$ cat config.mk
export PLATFORM = sky130hd
export DESIGN_NAME = nakamoto_coefficient_counter_unit
export DESIGN_NICKNAME = d
export VERILOG_FILES = /design/src/ncc_pkg.sv /design/src/ncc_ram.sv /design/src/ncc_dp.sv /design/src/ncc_ctrl.sv /design/src/nakamoto_coefficient_counter.sv
export SDC_FILE = /design/constraint.sdc
export NUM_CORES = 2
export LEC_CHECK = 0
export BUFFER_PORTS_ARGS = -buffer_cell sky130_fd_sc_hd__buf_2
export CAP_MARGIN = 20
export CORE_ASPECT_RATIO = 0.7
export CORE_UTILIZATION = 43
export DETAILED_ROUTE_END_ITERATION = 10
export SYNTH_ARGS = -nofsm -noshare
export SYNTH_HDL_FRONTEND = slang
export SYNTH_SLANG_ARGS = --single-unit
$ cat constraint.sdc
create_clock -name clk -period 6.1 [get_ports clk]
set_clock_uncertainty 0.2 [all_clocks]
set_input_delay 0.61 -clock clk [delete_from_list [all_inputs] [get_ports clk]]
set_output_delay 0.61 -clock clk [all_outputs]
set_load 0.005 [all_outputs]
$ cat src/ncc_pkg.sv
package ncc_pkg;

  localparam int IDX_W   = 6;
  localparam int STAKE_W = 32;
  localparam int COEF_W  = 7;
  localparam int TOTAL_W = 48;

  // controller -> datapath
  typedef struct packed {
    logic capture;
    logic load_rd;
    logic load_wr;
    logic sel_init;
    logic scan_init;
    logic scan_run;
    logic pick;
    logic emit;
    logic clr_init;
    logic clr_step;
  } cmd_t;

  // datapath -> controller
  typedef struct packed {
    logic last;
    logic total_zero;
    logic scan_done;
    logic best_zero;
    logic passed;
    logic sweep_last;
  } status_t;

endpackage

$ cat src/ncc_ram.sv
module ncc_ram #(
  parameter int WIDTH = 48,
  parameter int DEPTH = 64
) (
  input  logic                     clk,
  input  logic                     we,
  input  logic [$clog2(DEPTH)-1:0] waddr,
  input  logic [WIDTH-1:0]         wdata,
  input  logic [$clog2(DEPTH)-1:0] raddr,
  output logic [WIDTH-1:0]         rdata
);

  logic [WIDTH-1:0] mem [DEPTH];

  always_ff @(posedge clk) begin
    if (we) begin
      mem[waddr] <= wdata;
    end
    rdata <= mem[raddr];
  end

endmodule

$ cat src/ncc_dp.sv
module ncc_dp #(
  parameter int GROUPS   = 64,
  parameter int SUM_BITS = 48
) (
  input  logic                         clk,
  input  logic                         rst,
  input  logic                         cfg_write_en,
  input  logic [1:0]                   threshold_thirds,
  input  logic [ncc_pkg::IDX_W-1:0]    group_index,
  input  logic [ncc_pkg::STAKE_W-1:0]  stake_amount,
  input  logic                         last_item,
  input  ncc_pkg::cmd_t                cmd,
  output ncc_pkg::status_t             status,
  output logic [ncc_pkg::COEF_W-1:0]   coefficient,
  output logic [ncc_pkg::TOTAL_W-1:0]  grand_total
);

  localparam int AW = $clog2(GROUPS);
  localparam int CW = $clog2(GROUPS + 1);
  localparam int TW = SUM_BITS + 2;

  logic [1:0]                  thirds_q;
  logic [ncc_pkg::IDX_W-1:0]   idx_q;
  logic [ncc_pkg::STAKE_W-1:0] stake_q;
  logic                        last_q;
  logic                        in_range_q;
  logic [SUM_BITS-1:0]         total;
  logic [SUM_BITS-1:0]         cum;
  logic [CW-1:0]               count;
  logic [TW-1:0]               th;
  logic [SUM_BITS-1:0]         best;
  logic [AW-1:0]               best_addr;
  logic [CW-1:0]               scan_cnt;
  logic                        pend;
  logic [AW-1:0]               rd_addr_q;
  logic [ncc_pkg::COEF_W-1:0]  coef_q;
  logic [ncc_pkg::TOTAL_W-1:0] gtot_q;

  logic [15:0]         idx_ext;
  logic [AW-1:0]       load_addr;
  logic [AW-1:0]       scan_addr;
  logic                issue;
  logic [SUM_BITS-1:0] stake_ext;
  logic [SUM_BITS:0]   grp_raw, tot_raw, cum_raw;
  logic [SUM_BITS-1:0] grp_sum, tot_sum, cum_sum;
  logic [TW-1:0]       cum3;
  logic [15:0]         count_ext;
  logic [63:0]         total_ext;

  logic                ram_we;
  logic [AW-1:0]       ram_waddr, ram_raddr;
  logic [SUM_BITS-1:0] ram_wdata, ram_rdata;

  ncc_ram #(.WIDTH(SUM_BITS), .DEPTH(GROUPS)) u_ram (
    .clk   (clk),
    .we    (ram_we),
    .waddr (ram_waddr),
    .wdata (ram_wdata),
    .raddr (ram_raddr),
    .rdata (ram_rdata)
  );

  assign idx_ext   = 16'(idx_q);
  assign load_addr = idx_ext[AW-1:0];
  assign scan_addr = scan_cnt[AW-1:0];
  assign issue     = cmd.scan_run && (scan_cnt != CW'(GROUPS));
  assign stake_ext = SUM_BITS'(stake_q);

  // saturating adds
  assign grp_raw = {1'b0, ram_rdata} + {1'b0, stake_ext};
  assign tot_raw = {1'b0, total} + {1'b0, stake_ext};
  assign cum_raw = {1'b0, cum} + {1'b0, best};
  assign grp_sum = grp_raw[SUM_BITS] ? '1 : grp_raw[SUM_BITS-1:0];
  assign tot_sum = tot_raw[SUM_BITS] ? '1 : tot_raw[SUM_BITS-1:0];
  assign cum_sum = cum_raw[SUM_BITS] ? '1 : cum_raw[SUM_BITS-1:0];

  assign cum3 = {2'b00, cum} + {1'b0, cum, 1'b0};

  assign ram_raddr = cmd.load_rd ? load_addr : scan_addr;

  always_comb begin
    priority if (cmd.load_wr) begin
      ram_we    = in_range_q;
      ram_waddr = load_addr;
      ram_wdata = grp_sum;
    end else if (cmd.pick) begin
      // a picked group is zeroed so later passes skip it
      ram_we    = 1'b1;
      ram_waddr = best_addr;
      ram_wdata = '0;
    end else if (cmd.clr_step) begin
      ram_we    = 1'b1;
      ram_waddr = scan_addr;
      ram_wdata = '0;
    end else begin
      ram_we    = 1'b0;
      ram_waddr = scan_addr;
      ram_wdata = '0;
    end
  end

  assign status.last       = last_q;
  assign status.total_zero = (total == '0);
  assign status.scan_done  = (scan_cnt == CW'(GROUPS)) && !pend;
  assign status.best_zero  = (best == '0);
  assign status.passed     = (cum3 > th);
  assign status.sweep_last = (scan_cnt == CW'(GROUPS - 1));

  assign count_ext   = 16'(count);
  assign total_ext   = 64'(total);
  assign coefficient = coef_q;
  assign grand_total = gtot_q;

  always_ff @(posedge clk) begin
    if (rst) begin
      thirds_q <= 2'd1;
      total    <= '0;
      scan_cnt <= '0;
      pend     <= 1'b0;
    end else begin
      if (cfg_write_en) begin
        thirds_q <= threshold_thirds;
      end
      if (cmd.load_wr && in_range_q) begin
        total <= tot_sum;
      end
      if (cmd.scan_init) begin
        scan_cnt <= '0;
        pend     <= 1'b0;
      end else if (cmd.scan_run) begin
        if (issue) begin
          scan_cnt <= scan_cnt + CW'(1);
        end
        pend <= issue;
      end else if (cmd.clr_init) begin
        scan_cnt <= '0;
        total    <= '0;
      end else if (cmd.clr_step) begin
        scan_cnt <= scan_cnt + CW'(1);
      end
    end
  end

  always_ff @(posedge clk) begin
    if (cmd.capture) begin
      idx_q      <= group_index;
      stake_q    <= stake_amount;
      last_q     <= last_item;
      in_range_q <= (32'(group_index) < 32'(GROUPS));
    end
    if (cmd.sel_init) begin
      cum   <= '0;
      count <= '0;
      // thirds of 0 act as 1, 3 as 2: only bit 1 matters
      th    <= thirds_q[1] ? {1'b0, total, 1'b0} : {2'b00, total};
    end else if (cmd.pick) begin
      cum   <= cum_sum;
      count <= count + CW'(1);
    end
    if (cmd.scan_init) begin
      best      <= '0;
      best_addr <= '0;
    end else if (cmd.scan_run) begin
      if (issue) begin
        rd_addr_q <= scan_addr;
      end
      if (pend && (ram_rdata > best)) begin
        best      <= ram_rdata;
        best_addr <= rd_addr_q;
      end
    end
    if (cmd.emit) begin
      coef_q <= count_ext[ncc_pkg::COEF_W-1:0];
      gtot_q <= total_ext[ncc_pkg::TOTAL_W-1:0];
    end
  end

endmodule

$ cat src/ncc_ctrl.sv
module ncc_ctrl (
  input  logic             clk,
  input  logic             rst,
  input  logic             in_valid,
  output logic             in_ready,
  output logic             out_valid,
  input  logic             out_ready,
  input  ncc_pkg::status_t status,
  output ncc_pkg::cmd_t    cmd
);

  typedef enum logic [3:0] {
    S_CLEAR,
    S_IDLE,
    S_LOAD_RD,
    S_LOAD_WR,
    S_SEL_INIT,
    S_SCAN,
    S_PICK,
    S_CHECK,
    S_EMIT
  } state_t;

  state_t state, state_next;
  logic   slot_free;

  assign in_ready  = (state == S_IDLE);
  assign slot_free = !out_valid || out_ready;

  always_comb begin
    cmd        = '0;
    state_next = state;
    unique case (state)
      S_CLEAR: begin
        cmd.clr_step = 1'b1;
        if (status.sweep_last) begin
          state_next = S_IDLE;
        end
      end
      S_IDLE: begin
        if (in_valid) begin
          cmd.capture = 1'b1;
          state_next  = S_LOAD_RD;
        end
      end
      S_LOAD_RD: begin
        cmd.load_rd = 1'b1;
        state_next  = S_LOAD_WR;
      end
      S_LOAD_WR: begin
        cmd.load_wr = 1'b1;
        state_next  = status.last ? S_SEL_INIT : S_IDLE;
      end
      S_SEL_INIT: begin
        cmd.sel_init  = 1'b1;
        cmd.scan_init = 1'b1;
        state_next    = status.total_zero ? S_EMIT : S_SCAN;
      end
      S_SCAN: begin
        cmd.scan_run = 1'b1;
        if (status.scan_done) begin
          state_next = S_PICK;
        end
      end
      S_PICK: begin
        if (status.best_zero) begin
          state_next = S_EMIT;
        end else begin
          cmd.pick   = 1'b1;
          state_next = S_CHECK;
        end
      end
      S_CHECK: begin
        if (status.passed) begin
          state_next = S_EMIT;
        end else begin
          cmd.scan_init = 1'b1;
          state_next    = S_SCAN;
        end
      end
      S_EMIT: begin
        if (slot_free) begin
          cmd.emit     = 1'b1;
          cmd.clr_init = 1'b1;
          state_next   = S_CLEAR;
        end
      end
      default: state_next = S_CLEAR;
    endcase
  end

  always_ff @(posedge clk) begin
    if (rst) begin
      state     <= S_CLEAR;
      out_valid <= 1'b0;
    end else begin
      state     <= state_next;
      out_valid <= (out_valid && !out_ready) || cmd.emit;
    end
  end

endmodule

$ cat src/nakamoto_coefficient_counter.sv
// Nakamoto coefficient counter. Each input beat adds stake_amount into the total of
// group_index and into a grand total (both saturating at SUM_BITS). An index at or
// above GROUPS drops the stake. On the beat with last_item set, the block counts how
// many of the largest group totals are needed before 3*cumulative exceeds
// threshold_thirds*grand_total (0 acts as 1, 3 as 2), returns that count with the
// grand total, and clears its table. A zero grand total gives a count of 0.
// Operation: an ordinary beat is accepted, then its group total is read and then
// written back (read-modify-write on the single group RAM). A last beat then adds a
// selection in which each pick is one full scan of the RAM for the largest
// remaining total; after the result is loaded, a clearing sweep over all GROUPS
// entries runs before the next beat is taken. The same sweep runs after reset.
// The result sits in an output register and need not be taken before the sweep.
module nakamoto_coefficient_counter_unit #(
  parameter int GROUPS   = 64,
  parameter int SUM_BITS = 48
) (
  input  logic                         clk,
  input  logic                         rst,
  input  logic                         cfg_write_en,
  input  logic [1:0]                   threshold_thirds,
  input  logic                         in_valid,
  output logic                         in_ready,
  input  logic [ncc_pkg::IDX_W-1:0]    group_index,
  input  logic [ncc_pkg::STAKE_W-1:0]  stake_amount,
  input  logic                         last_item,
  output logic                         out_valid,
  input  logic                         out_ready,
  output logic [ncc_pkg::COEF_W-1:0]   coefficient,
  output logic [ncc_pkg::TOTAL_W-1:0]  grand_total
);

  ncc_pkg::cmd_t    cmd;
  ncc_pkg::status_t status;

  ncc_ctrl u_ctrl (
    .clk       (clk),
    .rst       (rst),
    .in_valid  (in_valid),
    .in_ready  (in_ready),
    .out_valid (out_valid),
    .out_ready (out_ready),
    .status    (status),
    .cmd       (cmd)
  );

  ncc_dp #(.GROUPS(GROUPS), .SUM_BITS(SUM_BITS)) u_dp (
    .clk              (clk),
    .rst              (rst),
    .cfg_write_en     (cfg_write_en),
    .threshold_thirds (threshold_thirds),
    .group_index      (group_index),
    .stake_amount     (stake_amount),
    .last_item        (last_item),
    .cmd              (cmd),
    .status           (status),
    .coefficient      (coefficient),
    .grand_total      (grand_total)
  );

endmodule

==> results.tsv <==
stage	metric	value	unit
global_route	grt_pass1_vias	76800	
placed_design	portBuffers	101	
floorplan	die_h	482	µm
global_route	grt_pass1_wl	556	mm
sta	period_minus_slack	5.94	ns
critical_path	timing.rr.start	u_dp.cum[1]	
route	via_per_inst	6.08	
critical_path	crit_type	register to register	
synth	synth-edff-count	3221	
clock_network	numCtsBuffers	319	
critical_path	r2r_setup_slack	0.16	ns
cells_and_area	final_cell_mix	3,221 x edfxtp_1, 768 x mux4_2, 639 x nand2_1	
power_and_ir_drop	power_switching	10.6	mW
global_route	track_usage	0.232	
power_and_ir_drop	combPwrFrac	0.053	
cells_and_area	area_growth	14.6	%
route	totalWireLength	392	mm
synth	syn_avg_cell_area	17.7	µm²
synth	synthArstFlopShare	0	
global_route	grt_remaining_overflow	0	
sta	setup_viol	0	
floorplan	die_area	332000	µm²
synth	synth_cells	7987	
hold_path	hp-class	input pin to register	
synth	synth_top_area_share	0.683	
synth	synth_area	142000	µm²
synth	yosysSeqAreaShare	0.714	
sta	slew_viol_final	0	
clock_network	cts_buffer_depth	4	
placed_design	globalplace.congestion	0.911	
route	drtIter0Drc	9696	
synth	synthFlopType	edfxtp_1	
cells_and_area	mostFrequentLayoutCell	edfxtp_1	
clock_network	htreeDepth	5	
route	vias	79300	
run_status	status	finished clean	
critical_path	r2r_end	u_dp.best[3]	
sta	worstMarginPinSlew	1.06	ns
power_and_ir_drop	pwr_density_cell	296	nW/µm²
run	timing.max_cap.violations	0	
hold_path	min_to	u_dp.total[27]	
hold_path	hp-start	rst	
clock_network	cts.sinks	3440	
critical_path	worst-path-max-fanout	8	
sta	holdWs	0.107	ns
route	firstDrtPassIters	6	
route	ant_nets	0	
power_and_ir_drop	clockPowerShare	0.409	
critical_path	path_common_cell	buf_4	
clock_network	clkTransAtPathRegs	0.07	ns
power_and_ir_drop	seqPwrFrac	0.538	
critical_path	critPathCaptureType	register	
synth	synth.area.top_cells	edfxtp_1 68%, mux4_2 12%, dfxtp_1 3.1%	
cells_and_area	instances_no_fill	13000	
power_and_ir_drop	p_leak	48.2	nW
cells_and_area	final_nets	8760	
power_and_ir_drop	ir_worst_vdd	0.244	mV
critical_path	cp.arrival	6.52	ns
floorplan	core	326000	µm²
placed_design	dp_hpwl	226	mm
placed_design	placed_cells	12400	
synth	mappedNetlistNets	8297	
floorplan	pin_count	103	
route	drc	0	
critical_path	r2r_cells	26	
sta	slew_headroom	0.295	
critical_path	cpPeakStageDelay	0.55	ns
floorplan	start_util	0.434	
power_and_ir_drop	intPower	37.5	mW
synth	synth.distinct_cells	78	
synth	synth_top_area_cell	edfxtp_1	
global_route	grt_max_degree	83	
floorplan	rows	175	
clock_network	tritoncts	yes	
synth	yosysWarningCount	0	
critical_path	required	6.68	ns
clock_network	insertion_delay	0.91	ns
sta	min_period_over_period	0.975	
route	wl_per_cell	30.0	µm
sta	max_freq	168	MHz
sta	hold_viol_final	0	
hold_path	min_path_cells	4	
synth	synth_seq_cells	3440	
cells_and_area	drive_above_1_share	0.221	
floorplan	fp.dieW	688	µm
critical_path	slowest_stage	or4_4	
critical_path	start_kind	register	
global_route	antenna_found_initial	7	
cells_and_area	fill_cells	26400	
clock_network	cts_root_buf	clkbuf_16	
power_and_ir_drop	p_sw_frac	0.220	
[worst max-delay path by stage]
stage                                    from                    end  slack [ns]  cells past startpoint
final                             u_dp.cum[1]           u_dp.best[3]        0.16                     26
after global routing              u_dp.cum[1]          u_dp.best[37]       -0.12                     27
after CTS                         u_dp.cum[0]       u_dp.scan_cnt[6]       -0.02                     26
after detailed placement          u_dp.cum[0]       u_dp.scan_cnt[3]       -0.13                     26
after global placement            u_dp.cum[1]       u_dp.scan_cnt[2]       -0.25                     26
after floorplan           u_dp.u_ram.rdata[0]  u_dp.u_ram.mem[0][46]        0.11                     12
[cells in the mapped netlist (7+ instances only)]
cell type / count
a21oi_1: 371
and3_1: 17
buf_4: 8
a211o_1: 7
ha_1: 260
o21a_1: 22
inv_1: 161
a211oi_1: 105
a31oi_1: 35
o21ai_0: 280
buf_2: 119
a41oi_1: 7
clkbuf_1: 236
dfxtp_1: 219
mux2i_1: 220
mux2_2: 47
and4_1: 11
a21o_1: 112
nor3_1: 55
buf_1: 36
xor2_1: 72
nor2_1: 253
a32oi_1: 42
or3_1: 13
o31ai_1: 8
edfxtp_1: 3221
nand2_1: 639
o221ai_1: 44
nand4_1: 62
o21bai_1: 33
nand2b_1: 25
nor2b_1: 91
nor4_1: 30
o211ai_1: 14
nand3_1: 148
and2_1: 8
a311oi_1: 7
xnor2_1: 91
mux4_2: 768
[state kept, by name, indices dropped and copies added (netlist names)]
| name | count |
|---|---|
| u_dp.u_ram.mem | 3072 |
| u_dp.th | 49 |
| u_dp.last_q | 1 |
| u_dp.best | 48 |
| u_dp.u_ram.rdata | 48 |
| u_dp.scan_cnt | 7 |
| u_ctrl.state | 4 |
| u_dp.rd_addr_q | 6 |
| u_dp.stake_q | 32 |
| u_dp.grand_total | 48 |
| u_dp.coefficient | 7 |
| u_ctrl.out_valid | 1 |
| u_dp.thirds_q | 1 |
| u_dp.best_addr | 6 |
| u_dp.pend | 1 |
| u_dp.cum | 48 |
| u_dp.count | 7 |
| u_dp.total | 48 |
| u_dp.idx_q | 6 |
[power groups by stage]
stage / clock [mW] / sequential (mW) / combinational [mW]
after global placement: 0 / 26.3 / 2.49
after detailed placement: 0 / 26.3 / 2.51
after global routing: 20.8 / 25.8 / 2.72
final: 19.7 / 25.8 / 2.55
after CTS: 20.0 / 25.8 / 2.54
after floorplan: 0 / 26.2 / 1.59
[cells by family (layout without fill, tap and decap cells)]
group	Yosys count	count (layout)	synth area share
simple gates	1372	1372	0.0435
fa+ha+maj	264	264	0.0235
mux	1035	1035	0.141
flops	3440	3440	0.714
buf+inv	561	1272	0.0161
other cells	0	3	0
xor+xnor	163	163	0.0101
compound gates	1152	1152	0.0510
[routing by layer]
metal  up-vias  part of all wire  global-route usage
li1      33000                 -                   -
met3       487             0.092              0.0431
met5         -                 0                   0
met4         0             0.021              0.0506
met1     42100              0.45               0.364
met2      3685              0.43               0.337
[critical path, delay by kind of cell (launching register included)]
family | cells | cell delay, ns
compound gates | 11 | 2.04
simple gates | 7 | 1.74
buf+inv | 5 | 0.87
fa+ha+maj | 2 | 0.53
flops | 1 | 0.32
xor+xnor | 1 | 0.13
[area by class of cell]
cell class	count	area (µm²)	area share
tap	4336	5430	0.0334
sequential	3440	101000	0.623
clock buffer	406	8560	0.0528
timing repair buffer	541	5580	0.0344
inverter	162	608	0.00375
antenna	3	7.51	0.0000463
multi-input combinational	3986	39500	0.243
clock inverter	163	1450	0.00892
[repair_timing]
item / CTS / global route
buffers inserted: 0 / 4
pin swaps: 0 / 19
endpoints found under the hold margin: 46 / 0
endpoints found under the setup margin: 62 / 64
hold buffers: 45 / 0
gates resized for setup: 7 / 40
gates cloned: 1 / 1
[per-stage QoR]
stage | setup slack (ns) | power (mW) | area, µm² | utilization | TNS [ns]
after floorplan | 0.114 | 27.8 | 142000 | - | 0
after global placement | -0.247 | 28.8 | 151000 | 0.465 | -13.10
after detailed placement | -0.132 | 28.8 | 151000 | 0.465 | -5.33
after CTS | -0.0211 | 48.3 | 162000 | 0.497 | -0.0850
after global routing | -0.123 | 49.4 | 162000 | 0.497 | -5.53
final | 0.155 | 48.0 | 162000 | 0.498 | 0
No activity file was read; power rests on OpenSTA's default activity.
